--- src/hw/rtl/u8d_pkg.sv ---
// shared types and constants for the utf-8 stream decoder
package u8d_pkg;

    localparam int          CP_W         = 21;
    localparam int          COUNT_W      = 3;
    localparam int          LEN_W        = 3;
    localparam int          HELD_W       = 2;
    localparam int          REPL_W       = 2;
    localparam int          FIFO_DEPTH   = 4;

    localparam logic [CP_W-1:0]    REPL_CP      = 21'h00FFFD;
    localparam logic [CP_W-1:0]    MIN_CP_2     = 21'h000080;
    localparam logic [CP_W-1:0]    MIN_CP_3     = 21'h000800;
    localparam logic [CP_W-1:0]    SURR_LO      = 21'h00D800;
    localparam logic [CP_W-1:0]    SURR_HI      = 21'h00DFFF;
    localparam logic [CP_W-1:0]    MIN_CP_4     = 21'h010000;
    localparam logic [CP_W-1:0]    MAX_CP       = 21'h10FFFF;

    localparam logic [LEN_W-1:0]   SEQ_NONE     = 3'd0;
    localparam logic [LEN_W-1:0]   SEQ_LEN_2    = 3'd2;
    localparam logic [LEN_W-1:0]   SEQ_LEN_3    = 3'd3;
    localparam logic [LEN_W-1:0]   SEQ_LEN_4    = 3'd4;
    localparam logic [COUNT_W-1:0] COUNT_ONE    = 3'd1;

    // one input beat
    typedef struct packed {
        logic [7:0] data_byte;
        logic       final_byte;
    } in_t;

    // one result beat
    typedef struct packed {
        logic [CP_W-1:0]    code_point;
        logic [COUNT_W-1:0] byte_count;
        logic               is_valid;
        logic               last_of_run;
        logic               text_end;
    } out_t;

    // work for the back end: n_repl replacements, then an optional tail result
    typedef struct packed {
        logic [REPL_W-1:0]  n_repl;
        logic               has_tail;
        logic [REPL_W-1:0]  last_idx;
        logic [CP_W-1:0]    tail_cp;
        logic [COUNT_W-1:0] tail_count;
        logic               tail_valid;
        logic               fin;
    } job_t;

endpackage

--- src/hw/rtl/utf8_stream_decoder.sv ---
// top level of the streaming utf-8 decoder with validation
//
//  channel  | direction | handshake            | beat
//  ---------+-----------+----------------------+---------------------------------
//  item     | in        | push / full          | data_byte, final_byte
//  result   | out       | empty / pop          | code_point, byte_count, is_valid,
//           |           |                      | last_of_run, text_end
//
// one byte is taken every cycle while the job queue has room
// a result reaches the ports after its job is registered in the queue, then loaded into the head once the head is free
// a byte that yields k results (k up to 4) keeps the back end busy until all k are popped
// the job queue (FIFO_DEPTH jobs) absorbs replacement bursts before full rises
// a result beat waits on the ports until popped; bytes keep coming meanwhile
// reset clears the open sequence, the queue and the result head at once
module utf8_stream_decoder #(
    parameter int FIFO_DEPTH = u8d_pkg::FIFO_DEPTH
) (
    input  logic          clk,
    input  logic          rst_n,
    input  logic          push,
    output logic          full,
    input  u8d_pkg::in_t  item,
    output logic          empty,
    input  logic          pop,
    output u8d_pkg::out_t result
);
    import u8d_pkg::*;

    logic accept;
    logic job_push;
    job_t front_job;
    job_t fifo_job;
    logic fifo_full;
    logic fifo_empty;
    logic fifo_pop;

    // a byte is taken whenever the queue can hold the job it may make
    assign full   = fifo_full;
    assign accept = push && !fifo_full;

    // classify each byte against the open sequence
    u8d_front u_front (
        .clk      (clk),
        .rst_n    (rst_n),
        .accept   (accept),
        .item     (item),
        .job_push (job_push),
        .job      (front_job)
    );

    // decouples byte intake from result playout
    u8d_job_fifo #(
        .DEPTH (FIFO_DEPTH)
    ) u_fifo (
        .clk      (clk),
        .rst_n    (rst_n),
        .push     (job_push),
        .push_job (front_job),
        .full     (fifo_full),
        .pop      (fifo_pop),
        .pop_job  (fifo_job),
        .empty    (fifo_empty)
    );

    // one result beat per cycle out of the head job while pop is high and a job is waiting
    u8d_back u_back (
        .clk        (clk),
        .rst_n      (rst_n),
        .fifo_job   (fifo_job),
        .fifo_empty (fifo_empty),
        .fifo_pop   (fifo_pop),
        .pop        (pop),
        .empty      (empty),
        .result     (result)
    );

`ifndef SYNTHESIS
    // end of text always produces at least one result
    a_fin_makes_job: assert property (@(posedge clk) disable iff (!rst_n)
        (accept && item.final_byte) |-> job_push)
        else $error("final byte produced no job");

    // a queued job never carries zero results
    a_job_nonempty: assert property (@(posedge clk) disable iff (!rst_n)
        job_push |-> (front_job.has_tail || (front_job.n_repl != '0)))
        else $error("empty job pushed");

    // text end is only flagged on the last beat of a run
    a_text_end_last: assert property (@(posedge clk) disable iff (!rst_n)
        (!empty && result.text_end) |-> result.last_of_run)
        else $error("text_end without last_of_run");

    // the back end only reloads when its head is free or finishing
    a_reload_ok: assert property (@(posedge clk) disable iff (!rst_n)
        (fifo_pop && !empty) |-> (pop && result.last_of_run))
        else $error("head job overwritten before it finished");
`endif

endmodule

--- src/hw/rtl/u8d_front.sv ---
// front end: classifies each byte against the open sequence and builds at most one job for it
module u8d_front (
    input  logic          clk,
    input  logic          rst_n,
    input  logic          accept,
    input  u8d_pkg::in_t  item,
    output logic          job_push,
    output u8d_pkg::job_t job
);
    import u8d_pkg::*;

    logic [LEN_W-1:0]  seq_len_reg, seq_len_next;
    logic [HELD_W-1:0] held_reg, held_next;
    logic [CP_W-1:0]   partial_reg, partial_next;

    logic [7:0]        b;
    logic              cont;
    logic [LEN_W-1:0]  held_plus;
    logic [CP_W-1:0]   cont_value;
    logic [LEN_W-1:0]  lead_len;
    logic [CP_W-1:0]   lead_bits;

    function automatic logic well_formed(input logic [CP_W-1:0] cp,
                                         input logic [LEN_W-1:0] len);
        logic ok;
        unique case (len)
            SEQ_LEN_2: ok = (cp >= MIN_CP_2);
            SEQ_LEN_3: ok = !((cp < MIN_CP_3) || ((cp >= SURR_LO) && (cp <= SURR_HI)));
            default:   ok = !((cp < MIN_CP_4) || (cp > MAX_CP));
        endcase
        return ok;
    endfunction

    assign b          = item.data_byte;
    assign cont       = (b[7:6] == 2'b10);
    assign held_plus  = {1'b0, held_reg} + 3'd1;
    assign cont_value = {partial_reg[CP_W-7:0], b[5:0]};

    // lead byte decode
    always_comb
    begin
        lead_len  = SEQ_NONE;
        lead_bits = '0;
        if (b[7:5] == 3'b110)
        begin
            lead_len  = SEQ_LEN_2;
            lead_bits = {16'd0, b[4:0]};
        end
        else if (b[7:4] == 4'b1110)
        begin
            lead_len  = SEQ_LEN_3;
            lead_bits = {17'd0, b[3:0]};
        end
        else if (b[7:3] == 5'b11110)
        begin
            lead_len  = SEQ_LEN_4;
            lead_bits = {18'd0, b[2:0]};
        end
    end

    always_comb
    begin
        seq_len_next    = seq_len_reg;
        held_next       = held_reg;
        partial_next    = partial_reg;
        job.n_repl      = '0;
        job.has_tail    = 1'b1;
        job.tail_cp     = REPL_CP;
        job.tail_count  = COUNT_ONE;
        job.tail_valid  = 1'b0;
        job.fin         = item.final_byte;

        if ((seq_len_reg != SEQ_NONE) && cont)
        begin
            if (held_plus >= seq_len_reg)
            begin
                // sequence complete
                job.tail_cp    = cont_value;
                job.tail_count = seq_len_reg;
                job.tail_valid = well_formed(cont_value, seq_len_reg);
                seq_len_next   = SEQ_NONE;
                held_next      = '0;
                partial_next   = '0;
            end
            else if (item.final_byte)
            begin
                // cut short by end of text
                job.n_repl   = held_reg;
                seq_len_next = SEQ_NONE;
                held_next    = '0;
                partial_next = '0;
            end
            else
            begin
                job.has_tail = 1'b0;
                partial_next = cont_value;
                held_next    = held_plus[HELD_W-1:0];
            end
        end
        else
        begin
            // held bytes (none when closed) are flushed, then the byte is taken as ascii, a lead or a replacement
            job.n_repl   = held_reg;
            seq_len_next = SEQ_NONE;
            held_next    = '0;
            partial_next = '0;
            if (!b[7])
            begin
                job.tail_cp    = {13'd0, b};
                job.tail_valid = 1'b1;
            end
            else if ((lead_len != SEQ_NONE) && !item.final_byte)
            begin
                job.has_tail = 1'b0;
                seq_len_next = lead_len;
                held_next    = 2'd1;
                partial_next = lead_bits;
            end
        end

        job.last_idx = job.has_tail ? job.n_repl : job.n_repl - 2'd1;
        job_push     = accept && (job.has_tail || (job.n_repl != '0));
    end

    always_ff @(posedge clk or negedge rst_n)
    begin
        if (!rst_n)
        begin
            seq_len_reg <= SEQ_NONE;
            held_reg    <= '0;
            partial_reg <= '0;
        end
        else if (accept)
        begin
            seq_len_reg <= seq_len_next;
            held_reg    <= held_next;
            partial_reg <= partial_next;
        end
    end

endmodule

--- src/hw/rtl/u8d_job_fifo.sv ---
// small register queue of jobs between front and back end
module u8d_job_fifo #(
    parameter int DEPTH = u8d_pkg::FIFO_DEPTH
) (
    input  logic          clk,
    input  logic          rst_n,
    input  logic          push,
    input  u8d_pkg::job_t push_job,
    output logic          full,
    input  logic          pop,
    output u8d_pkg::job_t pop_job,
    output logic          empty
);
    import u8d_pkg::*;

    localparam int PTR_W = (DEPTH > 1) ? $clog2(DEPTH) : 1;
    localparam int CNT_W = $clog2(DEPTH + 1);
    localparam logic [PTR_W-1:0] LAST_PTR = PTR_W'(DEPTH - 1);
    localparam logic [CNT_W-1:0] FULL_CNT = CNT_W'(DEPTH);

    job_t             slots_reg [DEPTH];
    logic [PTR_W-1:0] wr_ptr_reg, wr_ptr_next;
    logic [PTR_W-1:0] rd_ptr_reg, rd_ptr_next;
    logic [CNT_W-1:0] count_reg, count_next;
    logic             do_push, do_pop;

    assign full    = (count_reg == FULL_CNT);
    assign empty   = (count_reg == '0);
    assign do_push = push && !full;
    assign do_pop  = pop && !empty;
    assign pop_job = slots_reg[rd_ptr_reg];

    always_comb
    begin
        wr_ptr_next = wr_ptr_reg;
        rd_ptr_next = rd_ptr_reg;
        count_next  = count_reg;
        if (do_push)
        begin
            wr_ptr_next = (wr_ptr_reg == LAST_PTR) ? '0 : wr_ptr_reg + 1'b1;
        end
        if (do_pop)
        begin
            rd_ptr_next = (rd_ptr_reg == LAST_PTR) ? '0 : rd_ptr_reg + 1'b1;
        end
        if (do_push && !do_pop)
        begin
            count_next = count_reg + 1'b1;
        end
        else if (do_pop && !do_push)
        begin
            count_next = count_reg - 1'b1;
        end
    end

    always_ff @(posedge clk or negedge rst_n)
    begin
        if (!rst_n)
        begin
            wr_ptr_reg <= '0;
            rd_ptr_reg <= '0;
            count_reg  <= '0;
        end
        else
        begin
            wr_ptr_reg <= wr_ptr_next;
            rd_ptr_reg <= rd_ptr_next;
            count_reg  <= count_next;
        end
    end

    always_ff @(posedge clk)
    begin
        if (do_push)
        begin
            slots_reg[wr_ptr_reg] <= push_job;
        end
    end

endmodule

--- src/hw/rtl/u8d_back.sv ---
// back end: plays out one job as a run of result beats
module u8d_back (
    input  logic          clk,
    input  logic          rst_n,
    input  u8d_pkg::job_t fifo_job,
    input  logic          fifo_empty,
    output logic          fifo_pop,
    input  logic          pop,
    output logic          empty,
    output u8d_pkg::out_t result
);
    import u8d_pkg::*;

    job_t              head_reg, head_next;
    logic              head_valid_reg, head_valid_next;
    logic [REPL_W-1:0] idx_reg, idx_next;
    logic              advance, at_last, is_repl;

    assign empty    = !head_valid_reg;
    assign advance  = head_valid_reg && pop;
    assign at_last  = (idx_reg == head_reg.last_idx);
    assign is_repl  = (idx_reg < head_reg.n_repl);
    assign fifo_pop = (!head_valid_reg || (advance && at_last)) && !fifo_empty;

    always_comb
    begin
        result.code_point  = is_repl ? REPL_CP : head_reg.tail_cp;
        result.byte_count  = is_repl ? COUNT_ONE : head_reg.tail_count;
        result.is_valid    = !is_repl && head_reg.tail_valid;
        result.last_of_run = at_last;
        result.text_end    = at_last && head_reg.fin;
    end

    always_comb
    begin
        head_next       = head_reg;
        head_valid_next = head_valid_reg;
        idx_next        = idx_reg;
        if (fifo_pop)
        begin
            head_next       = fifo_job;
            head_valid_next = 1'b1;
            idx_next        = '0;
        end
        else if (advance && at_last)
        begin
            head_valid_next = 1'b0;
        end
        else if (advance)
        begin
            idx_next = idx_reg + 1'b1;
        end
    end

    always_ff @(posedge clk or negedge rst_n)
    begin
        if (!rst_n)
        begin
            head_valid_reg <= 1'b0;
            idx_reg        <= '0;
        end
        else
        begin
            head_valid_reg <= head_valid_next;
            idx_reg        <= idx_next;
        end
    end

    always_ff @(posedge clk)
    begin
        head_reg <= head_next;
    end

endmodule
--- config.mk ---
export PLATFORM = sky130hd
export DESIGN_NAME = utf8_stream_decoder
export DESIGN_NICKNAME = d
export VERILOG_FILES = /design/src/hw/rtl/u8d_pkg.sv /design/src/hw/rtl/utf8_stream_decoder.sv /design/src/hw/rtl/u8d_front.sv /design/src/hw/rtl/u8d_job_fifo.sv /design/src/hw/rtl/u8d_back.sv
export SDC_FILE = /design/constraint.sdc
export NUM_CORES = 1
export LEC_CHECK = 0
export BUFFER_PORTS_ARGS = -buffer_cell sky130_fd_sc_hd__buf_4
export CORE_ASPECT_RATIO = 0.9
export CORE_UTILIZATION = 25
export CTS_CLUSTER_DIAMETER = 150
export CTS_CLUSTER_SIZE = 14
export DETAILED_ROUTE_END_ITERATION = 7
export PLACE_DENSITY_LB_ADDON = 0.15
export SLEW_MARGIN = 20
export SYNTH_ARGS = -nofsm -noshare
export SYNTH_HDL_FRONTEND = slang
export SYNTH_HIERARCHICAL = 1
export SYNTH_SLANG_ARGS = --single-unit
--- constraint.sdc ---
create_clock -name clk -period 11.5 [get_ports clk]
set_clock_uncertainty 0.1 [all_clocks]
set_input_delay 3.45 -clock clk [delete_from_list [all_inputs] [get_ports clk]]
set_output_delay 3.45 -clock clk [all_outputs]
set_load 0.01 [all_outputs]
# Word-level counts from Yosys, hierarchy flattened

Memory sizes are Yosys's and may differ from the RTL's. A register that Yosys moved wholly into a read port is not among the register bits.
Index checks and enable logic that the tools add are counted.

Add/subtract/negate cells: 7
Multiply operators: 0
Div/mod/pow operators: 0
Magnitude comparators: 8
Eq/ne operators: 12
Shift operators: 0
Muxes and demuxes: 48
Bitwise operators: 0
Reduce and logical (&&, ||, !) cells: 36

Operator list:

| cell                                                                                   | count |
|---|---|
| 15-bit 2-to-1 mux                                                                      | 6 |
| 3-bit 2-to-1 mux                                                                       | 15 |
| 21-bit 2-to-1 mux                                                                      | 2 |
| 25-bit 2-to-1 mux                                                                      | 1 |
| 2-bit 2-to-1 mux                                                                       | 11 |
| 21-bit by 16-bit greater-or-equal comparator with 1-bit output (second input constant) | 1 |
| 21-bit by 8-bit greater-or-equal comparator with 1-bit output (second input constant)  | 1 |
| 21-bit > comparator (second input constant)                                            | 1 |
| 21-bit by 16-bit <= comparator with 1-bit output (second input constant)               | 1 |
| 21-bit by 12-bit less-than comparator with 1-bit output (second input constant)        | 1 |
| 21-bit by 17-bit less-than comparator with 1-bit output (second input constant)        | 1 |
| 16-bit 2-to-1 mux                                                                      | 1 |
| 1-bit logical AND                                                                      | 14 |
| 1-bit 2-to-1 mux                                                                       | 10 |
| 1-bit zero test                                                                        | 9 |
| 2-bit nonzero test                                                                     | 4 |
| 2-bit by 1-bit adder with 2-bit output (second input constant)                         | 3 |
| 2-bit == test (second input constant)                                                  | 3 |
| 3-bit by 2-bit == test with 1-bit output (second input constant)                       | 2 |
| 3-bit == test (second input constant)                                                  | 2 |
| 3-bit nonzero test                                                                     | 2 |
| 5-bit == test (second input constant)                                                  | 1 |
| 4-bit == test (second input constant)                                                  | 1 |
| 1-bit logical OR                                                                       | 4 |
| other kinds (13)                                                                       | 14 |

Register bits after elaboration: 30
Latch bits: 0
Memory bits (writable): 124
Bits in read-only memories: 0
Bits of input ports: 13
Memories kept: 1

Memory list:

| memory           | words | width | rd ports | clocked after memory_dff | wr ports | line               | RTL |
|---|---|---|---|---|---|---|---|
| u_fifo.slots_reg | 4     | 31    | 1        | 1                        | 1        | u8d_job_fifo.sv:21 | `job_t slots_reg [DEPTH];` |

# Longest topological paths before layout

Depth after elaboration: 17
Gate-level depth with buffers: 17
Gate-level depth less buffers: 16

# Modules after synthesis

Netlist, hierarchy kept.

By module, submodules not included:

| module              | times used | cells an instance | area each (um^2) | seq. area each (um^2) |
|---|---|---|---|---|
| u8d_job_fifo        | 1          | 199               | 4938.5           | 3898.7 |
| u8d_back            | 1          | 91                | 1378.8           | 975.9 |
| u8d_front           | 1          | 159               | 1365.1           | 500.5 |
| utf8_stream_decoder | 1          | 1                 | 13.8             | 0.0 |

# Least setup slack after synthesis

No wires, ideal clock.

Kind: input to register
Start point: input pop
End point: register u_fifo.count_reg[1]
Library setup time: 0.128 ns
Arrival: 6.431 ns
Setup slack: 4.842 ns
Cell stages on the path: 7
Cell sequence: nand3_1 > a21oi_1 > o31ai_2 > ha_1 > inv_1 > fa_1 > mux2_1

Word-level cells in the longest chain between the ends: 8

Ends and longest elaborated chain:

| element                  | line                      | RTL |
|---|---|---|
| start: declaration       | utf8_stream_decoder.sv:24 | `input logic pop,` |
| 1-bit logical AND        | u8d_back.sv:20            | `assign advance = head_valid_reg && pop;` |
| 1-bit logical AND        | u8d_back.sv:23            | `assign fifo_pop = (!head_valid_reg \|\| (advance && at_last)) && !fifo_empty;` |
| 1-bit logical OR         | u8d_back.sv:23            |  |
| 1-bit logical AND        | u8d_back.sv:23            |  |
| net fifo_pop             | utf8_stream_decoder.sv:35 | `logic fifo_pop;` |
| 1-bit logical AND        | u8d_job_fifo.sv:30        | `assign do_pop = pop && !empty;` |
| 1-bit zero test          | u8d_job_fifo.sv:46        | `if (do_push && !do_pop)` |
| 1-bit logical AND        | u8d_job_fifo.sv:46        |  |
| 3-bit 2-to-1 mux         | u8d_job_fifo.sv:46        |  |
| net u_fifo.count_next[1] | u8d_job_fifo.sv:24        | `logic [CNT_W-1:0] count_reg, count_next;` |
| end signal: assignment   | u8d_job_fifo.sv:68        | `count_reg <= count_next;` |
| end: declaration         | u8d_job_fifo.sv:24        |  |

The timed path passes the listed nets, and every way through them passes these cells.
A chain may end at the register's enable or synchronous reset.

==> impl_metrics.json <==
{
  "whs_ps": 444,
  "grt-ovfl-total": 0,
  "crit_path_start_kind": "primary input",
  "critPathSlowestCell": "and2_1",
  "antenna_found_initial": 0,
  "nNetsFinal": 517,
  "io_pins": 42,
  "placed_cell_area_um2": 8280,
  "core-area_um2": 29300,
  "cp.required_ps": 11500,
  "final_cell_mix": "edfxtp_1, buf_4, mux4_2",
  "fp.dieH_um": 167,
  "slowest_delay_ps": 770,
  "fillCellCount": 2909,
  "postCtsSetupBuffers": 0,
  "syn_area_um2": 7550,
  "grt_setup_unrepaired": "no",
  "port_buffers": 41,
  "critPathKind": "primary input to register",
  "cts_tree": "built",
  "wire_per_inst_um": 18.5,
  "vias": 3855,
  "hp-class": "register to register",
  "clk_pin_slew_ps": 70,
  "die_x_um": 185,
  "wl_met1_um": 8370,
  "multi_input_area_um2": 2050,
  "wl_um": 16600,
  "critical_path.top_delay_family": "simple AND/OR/NAND/NOR gates",
  "final_max_slew_viol_count": 0,
  "cts_buffer_depth": 2,
  "drc": 0,
  "cts_hold_buffers": 0,
  "layout_commonest_cell": "edfxtp_1",
  "grt_pass1_vias": 4137,
  "p_leak_nw": 3.09,
  "numCtsBuffers": 17,
  "dp_hpwl_um": 10700,
  "wl_met2_um": 7420,
  "syn2layout_area_growth_pct": 17.8,
  "htreeDepth": 4,
  "synth_fp_nets": 471,
  "drtIter0Drc": 267,
  "worst_pin_slew_ps": 926,
  "power_density_nw_per_um2": 252,
  "drtPass1Iterations": 4,
  "crit_path_cell_trace": "buf_4 > or3b_4 > a22o_2 > inv_1 > ha_1 > inv_1 > o21a_1 > nor2b_4 > and2_1 > buf_4",
  "fin_tns_setup_ps": 0,
  "peakVddDrop_mv": 0.0805,
  "initial_core_util_pct": 25.8,
  "max_freq_ghz": 0.165,
  "period_minus_slack_ps": 6050,
  "avgViaCountPerCell": 4.28,
  "clk_latency_ps": 420,
  "setup-violations-final": 0,
  "routed.top_layer": "met4",
  "gp_congestion": 0.762,
  "rows": 59,
  "end_kind": "register",
  "grt_first_pass_wirelength_um": 25600,
  "slew_headroom_pct": 38.3,
  "route.antenna.remaining_nets": 0,
  "synth_warnings": 6,
  "grt_max_degree": 37,
  "largest_register_ffs": 120,
  "cts.sinks": 180,
  "grtUsageTotal_pct": 11.4,
  "cts_root_buf": "clkbuf_16",
  "cp_max_fo": 21,
  "critical_path_arrival_ps": 6060,
  "stdcell_area_um2": 8890,
  "seqCellArea_um2": 5260,
  "hold_violations": 0,
  "die-area_um2": 30900,
  "synthCells": 445,
  "drive_gt1_share_pct": 31.3,
  "status": "finished clean",
  "cts_resized": 0,
  "wl_met3_um": 593,
  "min_period_over_period_pct": 52.6,
  "maxCapViolations": 0,
  "n_antenna_cell": 0,
  "crit_buf_inv": 4,
  "synth.avg_cell_area_um2": 17.0
}
## final cells by class
cell class / count / share of cell area [%]
tap: 396 / 5.57
inverter: 29 / 1.22
timing repair buffer: 49 / 4.14
sequential: 180 / 59.1
clock inverter: 15 / 2.15
multi-input combinational: 214 / 23.0
clock buffer: 17 / 4.78
## layer usage
metal | track usage (%) | vias to the layer above
met4 | 4.02 | 0
met1 | 16.3 | 1975
li1 | - | 1784
met2 | 17.1 | 81
met5 | 0 | -
met3 | 2.34 | 15
## tightest hold or removal path, stage by stage (launching register included)
cell and delay [ps]:
dfrtp_1 380, nand2_1 60, o22ai_1 60
## per-stage QoR
step / std cells / total power (W) / util, % / setup slack, ps
floorplan: 445 / 0.00142 / - / 4840
global placement: 868 / 0.00167 / 28.2 / 5020
detailed placement: 868 / 0.00168 / 28.2 / 4960
CTS: 900 / 0.00230 / 30.4 / 5340
global route: 900 / 0.00238 / 30.4 / 5180
finish: 900 / 0.00224 / 30.4 / 5450
## final timing paths
path	from	to	slack, ps	cells after the start
worst max-delay path	item[8]	u_fifo/slots_reg[3][27]	5450	10
worst min-delay path	u_front/partial_reg[7]	u_front/partial_reg[13]	440	2
min in group asynchronous	rst_n	u_front/partial_reg[13]	2870	1
worst max register to register	u_front/held_reg[0]	u_fifo/slots_reg[3][27]	7390	13
worst min register to register	u_front/partial_reg[7]	u_front/partial_reg[13]	440	2
max in group asynchronous	rst_n	u_fifo/rd_ptr_reg[1]	8080	1
## where the power goes
group | leakage [nW] | internal (W) | switching [W] | total, W
clock network | 0.295 | 0.000332 | 0.000273 | 0.000605
logic | 1.03 | 0.000307 | 0.000353 | 0.000659
registers | 1.76 | 0.000894 | 0.0000844 | 0.000979
No activity file was read; power rests on OpenSTA's default activity.
